**src/sv/vertex_dedup_indexer_macros.svh**
```systemverilog
// ----------------------------------------------------------------------------
// vertex_dedup_indexer_macros
// assertion macros used by the vdi_back module of the vertex dedup indexer
// ----------------------------------------------------------------------------
`ifndef VERTEX_DEDUP_INDEXER_MACROS_SVH
`define VERTEX_DEDUP_INDEXER_MACROS_SVH

// property must hold at every rising clock edge outside reset
`define VDI_ASSERT(lbl, clk, rstn, prop, msg) \
  lbl: assert property (@(posedge clk) disable iff (!rstn) prop) else $error(msg);

// condition must never be seen outside reset
`define VDI_ASSERT_NEVER(lbl, clk, rstn, cond, msg) \
  lbl: assert property (@(posedge clk) disable iff (!rstn) !(cond)) else $error(msg);

`endif

```
**src/sv/vdi_pkg.sv**
```systemverilog
// ----------------------------------------------------------------------------
// vdi_pkg
// types, constants and compare functions of the vertex dedup indexer
// ----------------------------------------------------------------------------
package vdi_pkg;

  localparam int unsigned TABLE_DEPTH = 1024;
  localparam int unsigned IDX_W       = $clog2(TABLE_DEPTH);
  localparam int unsigned CNT_W       = IDX_W + 1;
  localparam int unsigned OUT_IDX_W   = 10;
  localparam int unsigned NUM_COMP    = 9;
  localparam int unsigned VTX_W       = NUM_COMP * 32;

  localparam logic [31:0] ONE_F32 = 32'h3F80_0000;

  localparam int unsigned MASK_POS  = 0;
  localparam int unsigned MASK_TEX  = 1;
  localparam int unsigned MASK_NORM = 2;

  typedef struct packed {
    logic        start_mesh;
    logic [2:0]  present_mask;
    logic [31:0] pos_x;
    logic [31:0] pos_y;
    logic [31:0] pos_z;
    logic [31:0] pos_w;
    logic [31:0] tex_u;
    logic [31:0] tex_v;
    logic [31:0] norm_x;
    logic [31:0] norm_y;
    logic [31:0] norm_z;
  } vdi_in_t;

  typedef struct packed {
    logic [OUT_IDX_W-1:0] vertex_index;
    logic                 is_new;
    logic                 table_full;
  } vdi_out_t;

  typedef logic [VTX_W-1:0] vdi_vtx_t;

  typedef struct packed {
    logic     start_mesh;
    vdi_vtx_t vtx;
  } vdi_corner_t;

  function automatic logic f32_is_nan(logic [31:0] a);
    return a[30:0] > 31'h7F80_0000;
  endfunction

  function automatic logic f32_eq(logic [31:0] a, logic [31:0] b);
    logic r;
    if (f32_is_nan(a) || f32_is_nan(b)) begin
      r = 1'b0;
    end else if ((a[30:0] | b[30:0]) == 31'd0) begin
      r = 1'b1;
    end else begin
      r = (a == b);
    end
    return r;
  endfunction

  function automatic logic vtx_match(vdi_vtx_t a, vdi_vtx_t b);
    logic r;
    r = 1'b1;
    for (int k = 0; k < NUM_COMP; k++) begin
      r = r & f32_eq(a[k*32 +: 32], b[k*32 +: 32]);
    end
    return r;
  endfunction

endpackage

```
**src/sv/vdi_queue.sv**
```systemverilog
// ----------------------------------------------------------------------------
// vdi_queue
// two-entry queue between the front and the search engine
// ----------------------------------------------------------------------------
module vdi_queue (
  input  logic                 clk_i,
  input  logic                 rst_ni,
  input  logic                 push_i,
  input  vdi_pkg::vdi_corner_t push_data_i,
  output logic                 full_o,
  input  logic                 pop_i,
  output logic                 empty_o,
  output vdi_pkg::vdi_corner_t pop_data_o
);
  import vdi_pkg::*;

  vdi_corner_t slot_q [2];
  logic        wr_ptr_q, rd_ptr_q;
  logic [1:0]  fill_q;

  always_ff @(posedge clk_i or negedge rst_ni) begin
    if (!rst_ni) begin
      wr_ptr_q <= 1'b0;
      rd_ptr_q <= 1'b0;
      fill_q   <= 2'd0;
    end else begin
      if (push_i) begin
        wr_ptr_q <= ~wr_ptr_q;
      end
      if (pop_i) begin
        rd_ptr_q <= ~rd_ptr_q;
      end
      if (push_i && !pop_i) begin
        fill_q <= fill_q + 2'd1;
      end else if (pop_i && !push_i) begin
        fill_q <= fill_q - 2'd1;
      end
    end
  end

  always_ff @(posedge clk_i) begin
    if (push_i) begin
      slot_q[wr_ptr_q] <= push_data_i;
    end
  end

  assign full_o     = (fill_q == 2'd2);
  assign empty_o    = (fill_q == 2'd0);
  assign pop_data_o = slot_q[rd_ptr_q];

endmodule

```
**config.mk**
```make
export PLATFORM = sky130hd
export DESIGN_NAME = vdi_queue
export DESIGN_NICKNAME = d
export VERILOG_FILES = /design/src/sv/vertex_dedup_indexer_macros.svh /design/src/sv/vdi_pkg.sv /design/src/sv/vdi_queue.sv
export SDC_FILE = /design/constraint.sdc
export NUM_CORES = 1
export LEC_CHECK = 0
export ABC_CLOCK_PERIOD_IN_PS = 15370
export BUFFER_PORTS_ARGS = -buffer_cell sky130_fd_sc_hd__buf_4
export CORE_AREA = 4 4 227 229
export DETAILED_ROUTE_END_ITERATION = 12
export DIE_AREA = 0 0 231 233
export MAX_ROUTING_LAYER = met4
export PLACE_DENSITY = 0.76
export RECOVER_POWER = 50
export SYNTH_ARGS = -nofsm -noshare
export SYNTH_HDL_FRONTEND = slang
export SYNTH_SLANG_ARGS = --single-unit
```
**constraint.sdc**
```tcl
create_clock -name clk_i -period 15.37 [get_ports clk_i]
set_clock_uncertainty 0.1 [all_clocks]
set_input_delay 2.3055 -clock clk_i [delete_from_list [all_inputs] [get_ports clk_i]]
set_output_delay 2.3055 -clock clk_i [all_outputs]
set_load 0.02 [all_outputs]
```
==> flow_summary_export.csv <==
group,metric,value,unit
placement,hpwlAfterDp,34500,microns
power,leakage,10.4,nW
detailed_routing,wl_per_cell,21.9,microns
floorplan,die_area,53800,sq um
global_route,grt_max_degree,132,
sta,setup_violations,0,
yosys,synth_cells,915,
cts,post_cts_buffers,0,
power,peakVddDrop,0.196,mV
sta,hold_ws,0.399,ns
sta,finalCritPeriodShare,55.3,%
yosys,syn-cell-area,21400,sq um
placement,globalplace.congestion,0.827,
critical_path,cp-start-kind,"primary input",
sta,relSlewSlack,-142,%
floorplan,core_area,49700,sq um
yosys,synth_nets,1209,
detailed_routing,dr.pass1.iters,4,
power,powerDensity,196,nW/um^2
yosys,synthArstFlopShare,0.687,%
critical_path,crit_path_top_delay_cell,"clkbuf_1",
cts,hold_buffers,0,
critical_path,criticalPathCategory,"in -> reg",
floorplan,die-width,231,microns
yosys,synth.distinct_cells,14,
yosys,synthMuxAreaShare,17.0,%
yosys,synth_edf_count,578,
cts,cts_sinks,582,
cts,path_clk_slew,0.06,ns
cts,cts_inserted_buffers,56,
floorplan,num_rows,82,
sta,hold_viol,0,
placement,dp_cells,2149,
layout,drive_gt1_share,53.9,%
run_status,status,"finished, violations left",
global_route,grt_use_total,18.0,%
critical_path,required,15.47,ns
sta,slew_violations,197,
yosys,ys_seq_elements,582,
detailed_routing,drc,0,
floorplan,pin_count,584,
yosys,synth_top_family_by_area,"multiplexers",
placement,portBuffers,583,
sta,worstMarginPinSlew,3.63,ns
yosys,ys.flop_type,"edfxtp_1",
run,drv_cap,4,
global_route,grt_overflow_total,0,
yosys,synth-compound-area-share,0,%
floorplan,start_util,43.1,%
yosys,syn-mean-instance-area,23.4,sq um
yosys,synth_seq_area_share,81.6,%
yosys,yosysTopAreaCellShare,81.1,%
run_status,violations,"max-capacitance violations, max-slew violations",
cts,clk_path_buf_depth,3,
global_route,grt_pass1_wl,70600,microns
cts,tritoncts,"yes",
sta,fin_tns_setup,0,ns
critical_path,cp.arrival,8.60,ns
yosys,yosysTopAreaCell,"edfxtp_1",
yosys,synth_most_common_cell,"edfxtp_1",
critical_path,cp-end-kind,"flop",
floorplan,fp.dieH,233,microns
detailed_routing,via_per_inst,4.82,
cts,cts.root.buffer_cell,"clkbuf_16",
cts,clk_latency,0.59,ns
cts,cts_max_level,2,
sta,max_freq,118,MHz
critical_path,cp_cell_sequence,"clkbuf_1, and2_0, clkbuf_1, buf_4",
yosys,synth_fa_ha_area_share,0.0585,%
hold_path,hp-class,"reg -> reg",
yosys,synthXorXnorAreaFrac,0.205,%
layout,n_fill_cell,3871,
detailed_routing,wl,49300,microns
layout,finalNetCount,1829,
sta,grt_setup_unrepaired,"no",
global_route,grt_antenna_before_repair,4,
layout,areaGrowthSynthToFinish,30.2,%
detailed_routing,drt-initial-drc-count,562,
layout,stdcell_count,2257,
yosys,synth_area_leaders,"edfxtp_1, mux2_2, mux2_4, buf_6, buf_2",
cts,post_cts_resized,0,
detailed_routing,drtAntennaViolNets,0,
global_route,grt_pass1_vias,11600,
layout,finalCoreUtilization,56.1,%
critical_path,cp_common_cell,"clkbuf_1",
critical_path,slowest_delay,2.67,ns
yosys,ys_warn_count,0,
yosys,synth-simple-area-share,0.123,%
yosys,synth_commonest_cells,"edfxtp_1, mux2_2, mux2_4",
detailed_routing,num_vias,10900,
critical_path,crit_fanout,64,
sta,min_period,8.50,ns
## routing by layer
metal | part of all wire, % | GRT usage [%]
met5 | 0 | -
met3 | 10 | 6.95
met2 | 52 | 30.9
met4 | 2.7 | 5.41
met1 | 36 | 19.4
## registers in the layout, indices dropped and copies added, names as in the netlist
| register | count |
|---|---|
| wr_ptr_q | 1 |
| slot_q | 578 |
| rd_ptr_q | 1 |
| fill_q | 2 |
## kinds of logic (layout without fill, tap and decap cells)
family                     count (synthesis)  count (layout)
other                                      0               5
adders and majority gates                  1               1
and+or+nand+nor                            5               5
DFF                                      582             582
muxes                                    289             289
buffers and inverters                     33             698
xor gates and xnor gates                   5               5
## path summary, 6_finish.rpt
check                      slack [ns]  depth (start not counted)        endpoint  startpoint
min in group asynchronous        1.49                          1        wr_ptr_q      rst_ni
max in group asynchronous       13.39                          1        rd_ptr_q      rst_ni
setup / recovery                 6.87                          4  slot_q[1][161]      push_i
setup reg to reg                 8.43                          3  slot_q[1][161]    wr_ptr_q
hold / removal                   0.40                          1       fill_q[1]   fill_q[1]
hold reg to reg                  0.40                          1       fill_q[1]   fill_q[1]
## cell type report
cell class / instances / area [sq um] / area share [%]
antenna: 5 / 12.5 / 0.0449
tap: 672 / 841 / 3.02
sequential: 582 / 17500 / 62.6
clock buffer: 66 / 1460 / 5.24
inverter: 1 / 3.75 / 0.0135
timing repair buffer: 594 / 4040 / 14.5
clock inverter: 37 / 339 / 1.22
multi-input combinational: 300 / 3710 / 13.3
## cell usage in the layout, fill, tap and decap left out
cell type / count
xor2_1: 4
bufinv_16: 6
buf_12: 1
buf_4: 298
nor2_1: 2
ha_1: 1
inv_6: 2
clkinv_1: 13
clkinvlp_4: 5
clkbuf_4: 181
clkbuf_16: 57
dfrtp_4: 1
diode_2: 5
dfrtp_1: 3
nor2b_1: 2
and2_0: 1
mux2_2: 189
xnor2_1: 1
mux2_4: 100
inv_1: 1
clkinv_2: 11
edfxtp_1: 578
clkbuf_1: 123
## power breakdown
group          total [mW]  internal, mW  switching [mW]
logic                1.91         0.864            1.04
clock network        1.34         0.778           0.561
registers            2.21          2.12          0.0933
total                5.46          3.76            1.70
## through the flow
| step | cell area (sq um) | power (mW) | setup slack [ns] |
|---|---|---|---|
| floorplan | 21400 | 3.50 | 5.00 |
| global placement | 26500 | 4.15 | 9.93 |
| detailed placement | 26500 | 4.18 | 9.88 |
| CTS | 28300 | 5.53 | 9.22 |
| global route | 27900 | 5.68 | 6.26 |
| finish | 27900 | 5.46 | 6.87 |
## critical path: cells and delay by family
family        cells  cell delay [ns]
buf+inv           3             3.84
simple gates      1             2.30
(Power assumes the default switching activity.)
