**src/sv/vertex_dedup_indexer_macros.svh**
```systemverilog
// ----------------------------------------------------------------------------
// vertex_dedup_indexer_macros
// assertion macros used by the vdi_back module of the vertex dedup indexer
// ----------------------------------------------------------------------------
`ifndef VERTEX_DEDUP_INDEXER_MACROS_SVH
`define VERTEX_DEDUP_INDEXER_MACROS_SVH

// property must hold at every rising clock edge outside reset
`define VDI_ASSERT(lbl, clk, rstn, prop, msg) \
  lbl: assert property (@(posedge clk) disable iff (!rstn) prop) else $error(msg);

// condition must never be seen outside reset
`define VDI_ASSERT_NEVER(lbl, clk, rstn, cond, msg) \
  lbl: assert property (@(posedge clk) disable iff (!rstn) !(cond)) else $error(msg);

`endif

```
**src/sv/vdi_pkg.sv**
```systemverilog
// ----------------------------------------------------------------------------
// vdi_pkg
// types, constants and compare functions of the vertex dedup indexer
// ----------------------------------------------------------------------------
package vdi_pkg;

  localparam int unsigned TABLE_DEPTH = 1024;
  localparam int unsigned IDX_W       = $clog2(TABLE_DEPTH);
  localparam int unsigned CNT_W       = IDX_W + 1;
  localparam int unsigned OUT_IDX_W   = 10;
  localparam int unsigned NUM_COMP    = 9;
  localparam int unsigned VTX_W       = NUM_COMP * 32;

  localparam logic [31:0] ONE_F32 = 32'h3F80_0000;

  localparam int unsigned MASK_POS  = 0;
  localparam int unsigned MASK_TEX  = 1;
  localparam int unsigned MASK_NORM = 2;

  typedef struct packed {
    logic        start_mesh;
    logic [2:0]  present_mask;
    logic [31:0] pos_x;
    logic [31:0] pos_y;
    logic [31:0] pos_z;
    logic [31:0] pos_w;
    logic [31:0] tex_u;
    logic [31:0] tex_v;
    logic [31:0] norm_x;
    logic [31:0] norm_y;
    logic [31:0] norm_z;
  } vdi_in_t;

  typedef struct packed {
    logic [OUT_IDX_W-1:0] vertex_index;
    logic                 is_new;
    logic                 table_full;
  } vdi_out_t;

  typedef logic [VTX_W-1:0] vdi_vtx_t;

  typedef struct packed {
    logic     start_mesh;
    vdi_vtx_t vtx;
  } vdi_corner_t;

  function automatic logic f32_is_nan(logic [31:0] a);
    return a[30:0] > 31'h7F80_0000;
  endfunction

  function automatic logic f32_eq(logic [31:0] a, logic [31:0] b);
    logic r;
    if (f32_is_nan(a) || f32_is_nan(b)) begin
      r = 1'b0;
    end else if ((a[30:0] | b[30:0]) == 31'd0) begin
      r = 1'b1;
    end else begin
      r = (a == b);
    end
    return r;
  endfunction

  function automatic logic vtx_match(vdi_vtx_t a, vdi_vtx_t b);
    logic r;
    r = 1'b1;
    for (int k = 0; k < NUM_COMP; k++) begin
      r = r & f32_eq(a[k*32 +: 32], b[k*32 +: 32]);
    end
    return r;
  endfunction

endpackage

```
**src/sv/vdi_front.sv**
```systemverilog
// ----------------------------------------------------------------------------
// vdi_front
// accepts corners, fills absent attributes with 1.0 and pushes to the queue
// ----------------------------------------------------------------------------
module vdi_front (
  input  logic                 start,
  output logic                 busy,
  input  vdi_pkg::vdi_in_t     in_i,
  input  logic                 q_full_i,
  output logic                 q_push_o,
  output vdi_pkg::vdi_corner_t q_data_o
);
  import vdi_pkg::*;

  logic [31:0] px, py, pz, pw, tu, tv, nx, ny, nzc;

  always_comb begin
    px  = in_i.present_mask[MASK_POS]  ? in_i.pos_x  : ONE_F32;
    py  = in_i.present_mask[MASK_POS]  ? in_i.pos_y  : ONE_F32;
    pz  = in_i.present_mask[MASK_POS]  ? in_i.pos_z  : ONE_F32;
    pw  = in_i.present_mask[MASK_POS]  ? in_i.pos_w  : ONE_F32;
    tu  = in_i.present_mask[MASK_TEX]  ? in_i.tex_u  : ONE_F32;
    tv  = in_i.present_mask[MASK_TEX]  ? in_i.tex_v  : ONE_F32;
    nx  = in_i.present_mask[MASK_NORM] ? in_i.norm_x : ONE_F32;
    ny  = in_i.present_mask[MASK_NORM] ? in_i.norm_y : ONE_F32;
    nzc = in_i.present_mask[MASK_NORM] ? in_i.norm_z : ONE_F32;
  end

  assign busy                = q_full_i;
  assign q_push_o            = start && !q_full_i;
  assign q_data_o.start_mesh = in_i.start_mesh;
  assign q_data_o.vtx        = {nzc, ny, nx, tv, tu, pw, pz, py, px};

endmodule

```
**config.mk**
```make
export PLATFORM = sky130hd
export DESIGN_NAME = vdi_front
export DESIGN_NICKNAME = d
export VERILOG_FILES = /design/src/sv/vertex_dedup_indexer_macros.svh /design/src/sv/vdi_pkg.sv /design/src/sv/vdi_front.sv
export SDC_FILE = /design/constraint.sdc
export NUM_CORES = 1
export LEC_CHECK = 0
export ABC_AREA = 1
export BUFFER_PORTS_ARGS = -buffer_cell sky130_fd_sc_hd__buf_2
export CAP_MARGIN = 15
export CORE_AREA = 2 2 230 232
export DETAILED_ROUTE_END_ITERATION = 8
export DIE_AREA = 0 0 232 234
export SLEW_MARGIN = 20
export SYNTH_ARGS = -nofsm -noshare
export SYNTH_HDL_FRONTEND = slang
export SYNTH_SLANG_ARGS = --single-unit
```
**constraint.sdc**
```tcl
create_clock -name vclk -period 0.8
set_clock_uncertainty 0.15 [all_clocks]
set_input_delay 0.16 -clock vclk [all_inputs]
set_output_delay 0.16 -clock vclk [all_outputs]
set_load 0.1 [all_outputs]
```
==> impl_metrics.json, run 1 <==
{
  "status": "complete, but fails checks",
  "violations": "negative setup slack",
  "final_core_util": 0.3008,
  "combPwrFrac": 1.000,
  "synth_common_cells": "inv_1, nand2_1, buf_6",
  "holdBufCountCts": 0,
  "synth_top_area_cell": "inv_1",
  "power.switching_mw": 8.953,
  "nFillCells": 5228,
  "tightest_slew_ns": 0.2404,
  "fmax_mhz": 813.0,
  "irDropWorstVdd_uv": 450.3,
  "cp-start-kind": "input port",
  "overflow": 0,
  "grt_first_pass_wirelength_um": 36770,
  "postSynthAreaPerCell_sq_um": 4.017,
  "pin_count": 585,
  "fp.dieH_um": 234,
  "num_vias": 5708,
  "n_clock_buffer": 0,
  "die_x_um": 232,
  "power.internal_mw": 5.248,
  "seq_cells": 0,
  "critPathBufInv": 5,
  "regArea_sq_um": 0,
  "drc": 0,
  "first_pass_iters": 4,
  "grt_usage": 0.08817,
  "cp_data_required_time_ns": 0.49,
  "antenna_found_initial": 0,
  "numPortBuffers": 583,
  "finalHoldViolations": 0,
  "first_iter_violations": 80,
  "start_util": 0.04726,
  "cp_cell_sequence": "buf_16 > buf_8 > buf_12 > nand2_4 > clkinvlp_4 > buf_12",
  "power_frac_clock": 0,
  "setup-violations-final": 290,
  "n_antenna_cell": 0,
  "syn_to_final_growth_pct": 536.5,
  "pre_cts_ws_ns": -0.5472,
  "yosysMostFrequentCell": "inv_1",
  "synth.distinct_cells": 7,
  "syn_inst": 612,
  "wl_per_cell_um": 13.47,
  "hold_depth": 0,
  "gp_congestion": 0.8002,
  "synth-seq-area-share": 0,
  "synthesis.area_sq_um": 2459,
  "slowest_stage": "buf_12",
  "synth_area_leaders": "inv_1, nand2_1, buf_6",
  "synth_nets": 906,
  "dpl.hpwl_um": 20880,
  "fin_nets": 1542,
  "total_power_mw": 14.20,
  "fin_crit_ns": 1.230,
  "power_density_nw_per_um2": 907.4,
  "core-area_sq_um": 52020,
  "power.leakage_nw": 6.755,
  "rows": 84,
  "swShare": 0.6304,
  "first_global_vias": 6100,
  "fin_crit_sh": 1.538,
  "cp-end-kind": "primary output",
  "sequentialPowerShare": 0,
  "rsz0062_at_grt": "yes",
  "path_class": "input port to primary output",
  "slew_headroom": 0.8395,
  "hp-start": "in_i[291]",
  "layout-drive-gt1-share": 0.9486,
  "cp_common_cell": "buf_12",
  "postRouteAntennaNets": 0,
  "grt_max_degree": 13,
  "routed_wl_um": 26060,
  "synth_top_area_frac": 0.4412,
  "critPathMaxFanout": 6,
  "path_delay_family": "buffers and inverters",
  "synth_warnings": 0,
  "max_cap_viol_count": 0,
  "hold_end": "q_data_o[288]",
  "setup_ws_ns": -0.4300,
  "setup_tns_ns": -87.74,
  "vias_per_cell": 2.951,
  "die-area_sq_um": 54290,
  "final_max_slew_viol_count": 0,
  "critPathMaxStageDelay_ns": 0.18,
  "arrival_ns": 0.92,
  "hp-class": "input port to primary output"
}
[placed cells by master (no fill, tap or decap)]
cell type	count
inv_2	1
clkinvlp_4	225
buf_12	321
buf_6	5
clkbuf_16	2
nand2_2	24
nand2_8	74
nor2_4	1
nand2_4	189
inv_1	63
nand2_1	1
buf_4	9
buf_2	287
buf_8	13
buf_16	31
[power by group through the flow]
stage / Sequential [mW] / Combinational, mW / Clock (mW)
finish: 0 / 14.2 / 0
detailed placement: 0 / 12.9 / 0
global placement: 0 / 12.8 / 0
global route: 0 / 14.6 / 0
floorplan: 0 / 8.10 / 0
CTS: 0 / 14.1 / 0
[metal layers]
metal	routed length (um)	global-route usage	vias to the layer above
met5	0	0	-
met4	221	0.007212	0
met3	1755	0.01581	14
met2	14910	0.1772	280
met1	9168	0.09865	2604
li1	-	-	2810
[logic make-up after synthesis]
kind of cell | synth area share
buffers and inverters | 0.5588
AND/OR/NAND/NOR | 0.4412
[metrics by stage]
step                hold WS, ns  std cells  instance area (sq um)
global route             0.1707       1934                  15650
finish                   0.1701       1934                  15650
floorplan                0.3459        612                   5250
detailed placement       0.1707       1899                  13480
CTS                      0.1707       1932                  15420
global placement         0.1707       1899                  13480
[worst max path at each step]
stage	end	start	depth (start not counted)
2_1_floorplan	q_data_o[243]	in_i[290]	5
3_3_place_gp	q_data_o[88]	in_i[288]	5
3_5_place_dp	q_data_o[88]	in_i[288]	5
4_1_cts	q_data_o[109]	in_i[288]	6
5_1_grt	q_data_o[109]	in_i[288]	6
6_report	q_data_o[109]	in_i[288]	6
[timing repair]
item | in CTS | in global routing
setup buffers | 10 | 0
gates resized for setup | 299 | 36
endpoints found under the setup margin | 290 | 290
gates cloned | 23 | 2
pin swaps | 4 | 3
[final cells by class]
class | count | area, sq um | area share
well taps | 688 | 860.8 | 0.05500
inverters | 289 | 1929 | 0.1233
repair buffers | 668 | 9085 | 0.5805
multi-input cells | 289 | 3775 | 0.2412
(Power assumes the default switching activity.)
==> run 2, diff against run 1 <==
Settings changed: ABC_AREA 1 to not set, CORE_AREA 2 2 230 232 to 2 2 231 233, DIE_AREA 0 0 232 234 to 0 0 233 235, PLACE_DENSITY_LB_ADDON set to 0.3.
==> run 2 against run 1 <==
  * The run still ends with negative setup slack left
  * Non-clock buffer count decreased by 34
  * Routed wire length decreased by 4.8%
  * Sequential cell count unchanged
  * Synthesized area decreased by 19%
  * Critical path type unchanged
  * Largest power group unchanged
==> impl_metrics.json, run 2 <==
{
  "status": "complete, but fails checks",
  "violations": "negative setup slack",
  "start_util": 0.03825,
  "layout-drive-gt1-share": 1.000,
  "power.switching_mw": 7.449,
  "synth_top_area_frac": 0.7044,
  "dpl.hpwl_um": 21160,
  "sequentialPowerShare": 0,
  "first_pass_iters": 3,
  "cp-end-kind": "primary output",
  "core-area_sq_um": 52240,
  "syn_inst": 321,
  "cp_data_required_time_ns": 0.49,
  "die_x_um": 233,
  "fin_nets": 1219,
  "numPortBuffers": 583,
  "drc": 0,
  "max_cap_viol_count": 0,
  "setup_tns_ns": -84.88,
  "overflow": 0,
  "fin_crit_ns": 1.164,
  "wl_per_cell_um": 15.40,
  "dpl-instance-area_sq_um": 11280,
  "seq_cells": 0,
  "rows": 84,
  "synth_area_leaders": "and2_1, nand2b_1, clkbuf_2",
  "combPwrFrac": 1.000,
  "cp-start-kind": "input port",
  "final_area_sq_um": 12070,
  "n_antenna_cell": 0,
  "n_clock_buffer": 0,
  "grt_max_degree": 28,
  "fin_crit_sh": 1.455,
  "synth_top_area_cell": "and2_1",
  "gp_congestion": 0.8288,
  "arrival_ns": 0.85,
  "synthesis.area_sq_um": 1998,
  "layout_commonest_cell": "buf_12",
  "die-area_sq_um": 54760,
  "crit_path_start": "in_i[290]",
  "tightest_slew_ns": 0.1370,
  "yosysMostFrequentCell": "and2_1",
  "power_frac_clock": 0,
  "postRouteAntennaNets": 0,
  "num_vias": 4518,
  "finalHoldViolations": 0,
  "postSynthAreaPerCell_sq_um": 6.225,
  "routed_wl_um": 24810,
  "slew_headroom": 0.9086,
  "antenna_found_initial": 2,
  "regArea_sq_um": 0,
  "setup_ws_ns": -0.3643,
  "fmax_mhz": 858.9,
  "holdBufCountCts": 0,
  "synth.distinct_cells": 9,
  "rsz0062_at_grt": "yes",
  "swShare": 0.6007,
  "irDropWorstVdd_uv": 563.9,
  "stdcell_count": 1611,
  "power_density_nw_per_um2": 1027,
  "path_class": "input port to primary output",
  "fp.dieH_um": 235,
  "power.leakage_nw": 5.811,
  "synth_common_cells": "and2_1, nand2b_1, clkbuf_2",
  "multiInputGateArea_sq_um": 2836,
  "dpl.cell_count": 1591,
  "first_iter_violations": 45,
  "first_global_vias": 4904,
  "synth_nets": 615,
  "synth_warnings": 0,
  "power.internal_mw": 4.952,
  "final_max_slew_viol_count": 0,
  "vias_per_cell": 2.804,
  "final_core_util": 0.2311,
  "critPathMaxFanout": 7,
  "pre_cts_ws_ns": -0.5139,
  "grt_first_pass_wirelength_um": 33870,
  "hp-start": "in_i[291]",
  "syn_to_final_growth_pct": 504.0,
  "hp-class": "input port to primary output",
  "mostFrequentLayoutCells": "buf_12, buf_2, and2_4, nand2b_4, buf_16",
  "grt_usage": 0.08477,
  "pin_count": 585,
  "holdWs_ns": 0.1704,
  "total_power_mw": 12.40,
  "synth-seq-area-share": 0,
  "setup-violations-final": 290,
  "nFillCells": 5487
}
## run 2: changes by cell type in the layout (fill, tap and decap cells not counted), moves of 6 or more
cell / delta
or2b_4: +6
and2_4: +225
buf_16: -8
buf_12: -21
nand2b_4: +57
nand2_8: -74
clkinvlp_4: -225
inv_1: -63
nand2_2: -24
nand2_4: -189
## run 2: power by group through the flow
stage | registers [mW] | logic (mW) | clock network (mW)
after floorplan | 0 | 7.45 | 0
after global placement | 0 | 12.0 | 0
after detailed placement | 0 | 12.0 | 0
after CTS | 0 | 12.5 | 0
after global routing | 0 | 12.7 | 0
final | 0 | 12.4 | 0
## run 2: area by class of cell
type,count,share of cell area
Tap cell,688,0.07132
Multi-Input combinational cell,289,0.2350
Timing Repair Buffer,634,0.6937
## run 2: metal layers
metal	wire, um	vias up	part of all wire	track usage
met3	2391	22	0.096	0.02172
met5	23	-	0.00093	0
li1	-	2158	-	-
met2	14630	336	0.59	0.1834
met1	7184	1998	0.29	0.07553
met4	582	4	0.023	0.01660
## run 2: cells by family after synthesis
kind of cell,share of synthesized area
simple gates,0.9086
buf+inv,0.09142
## run 2: critical path: stages
cell      delay [ns]
buf_16          0.14
buf_12          0.16
buf_12          0.14
nand2b_4        0.07
buf_12          0.17
## run 2: worst paths after layout
kind | cells past startpoint | to
min | 0 | q_data_o[288]
max | 5 | q_data_o[215]
## run 2: what timing repair did
item,CTS,global route
setup endpoints to repair,289,289
cloned,18,1
pin swaps,9,3
setup buffers,0,1
gates resized for setup,70,5
==> run 3, diff against run 2 <==
Settings changed: PLACE_DENSITY_LB_ADDON 0.3 to not set.
==> run 3 against run 2 <==
  * The run still ends with negative setup slack left
  * Global-route usage decreased by 0.93 points
  * Total power increased by 1.6%
  * Maximum frequency increased by 0.19%
  * Critical endpoint is now q_data_o[27]
  * Highest routed layer is now met4
==> impl_metrics.json, run 3 (synthesized netlist as in run 2, its figures left out) <==
{
  "die-area_sq_um": 54760,
  "hp-class": "input port to primary output",
  "first_global_vias": 4908,
  "dpl-instance-area_sq_um": 11350,
  "grt_usage": 0.07551,
  "fin_crit_ns": 1.162,
  "critPathMaxStageDelay_ns": 0.28,
  "dpl.hpwl_um": 18380,
  "pin_count": 585,
  "final_area_sq_um": 12410,
  "core-area_sq_um": 52240,
  "setup-violations-final": 290,
  "cp-end-kind": "primary output",
  "syn_to_final_growth_pct": 521.3,
  "regArea_sq_um": 0,
  "grt_first_pass_wirelength_um": 31460,
  "overflow": 0,
  "gp_congestion": 0.8122,
  "slowest_stage": "or2b_4",
  "numPortBuffers": 583,
  "first_iter_violations": 72,
  "postRouteAntennaNets": 0,
  "critPathMaxFanout": 6,
  "tightest_slew_ns": 0.1351,
  "layout_commonest_cell": "buf_12",
  "routed_wl_um": 23080,
  "arrival_ns": 0.85,
  "max_cap_viol_count": 0,
  "power_density_nw_per_um2": 1015,
  "fin_nets": 1233,
  "seq_cells": 0,
  "drc": 0,
  "num_vias": 4618,
  "multiInputGateArea_sq_um": 2836,
  "path_class": "input port to primary output",
  "fmax_mhz": 860.5,
  "finalHoldViolations": 0,
  "irDropWorstVdd_uv": 663.3,
  "setup_tns_ns": -79.58,
  "layout-drive-gt1-share": 1.000,
  "rows": 84,
  "grt_max_degree": 26,
  "holdBufCountCts": 0,
  "cp_cell_sequence": "buf_16 > buf_6 > or2b_4 > buf_12",
  "holdWs_ns": 0.1702,
  "vias_per_cell": 2.842,
  "setup_ws_ns": -0.3621,
  "antenna_found_initial": 0,
  "start_util": 0.03825,
  "mostFrequentLayoutCells": "buf_12, buf_2, and2_4, nand2b_4, buf_16",
  "n_clock_buffer": 0,
  "violations": "negative setup slack",
  "rsz0062_at_grt": "yes",
  "wl_per_cell_um": 14.20,
  "final_max_slew_viol_count": 0,
  "slew_headroom": 0.9099,
  "cp-start-kind": "input port",
  "fin_crit_sh": 1.453,
  "nFillCells": 5411,
  "status": "complete, but fails checks",
  "die_x_um": 233,
  "fp.dieH_um": 235,
  "cp_data_required_time_ns": 0.49,
  "n_antenna_cell": 0,
  "power.leakage_nw": 5.972,
  "first_pass_iters": 4
}
-- run 3: changes by cell type in the layout (fill, tap and decap cells not counted) --
cell,change
buf_8,-1
clkbuf_16,+6
buf_2,-1
buf_4,-4
buf_12,+10
buf_6,+4
-- run 3: per-layer routing --
metal  part of all wire  routed length (um)  global-route usage  vias to the layer above
li1                   -                   -                   -                     2186
met1               0.37                8433             0.08489                     2107
met2               0.54               12500              0.1499                      311
met3              0.080                1847             0.01262                       14
met4              0.013                 297            0.007914                        0
met5                  0                   0                   0                        -
-- run 3: power breakdown --
| group | leakage [nW] | internal, mW | total [mW] | switching (mW) |
|---|---|---|---|---|
| registers | 0 | 0 | 0 | 0 |
| clock network | 0 | 0 | 0 | 0 |
| logic | 5.97 | 5.11 | 12.6 | 7.49 |
| total | 5.97 | 5.11 | 12.6 | 7.49 |
-- run 3: stage by stage --
step	setup WS (ns)	util	instances	power, mW
global placement	-0.5415	0.2172	1591	11.92
finish	-0.3621	0.2377	1625	12.60
detailed placement	-0.5472	0.2172	1591	11.96
floorplan	-0.2581	-	321	7.451
global route	-0.3784	0.2377	1625	12.91
CTS	-0.3702	0.2346	1617	12.59
-- run 3: worst paths after layout --
check       from             to  slack [ns]  depth (start not counted)
max    in_i[288]   q_data_o[27]       -0.36                          4
min    in_i[291]  q_data_o[288]        0.17                          0
-- run 3: what timing repair did --
item                                    in CTS  in global routing
pin swaps                                   15                 15
endpoints found under the setup margin     290                290
gates resized for setup                     77                  7
cloned                                      23                  8
setup buffers                                3                  5
-- run 3: layout make-up --
type | count | share of cell area
timing repair buffer | 648 | 0.7022
multi-input combinational | 289 | 0.2285
tap | 688 | 0.06934
-- run 3: critical path: cells and delay by family --
| kind | cells | cell delay, ns |
|---|---|---|
| simple gates | 1 | 0.28 |
| buf+inv | 3 | 0.40 |
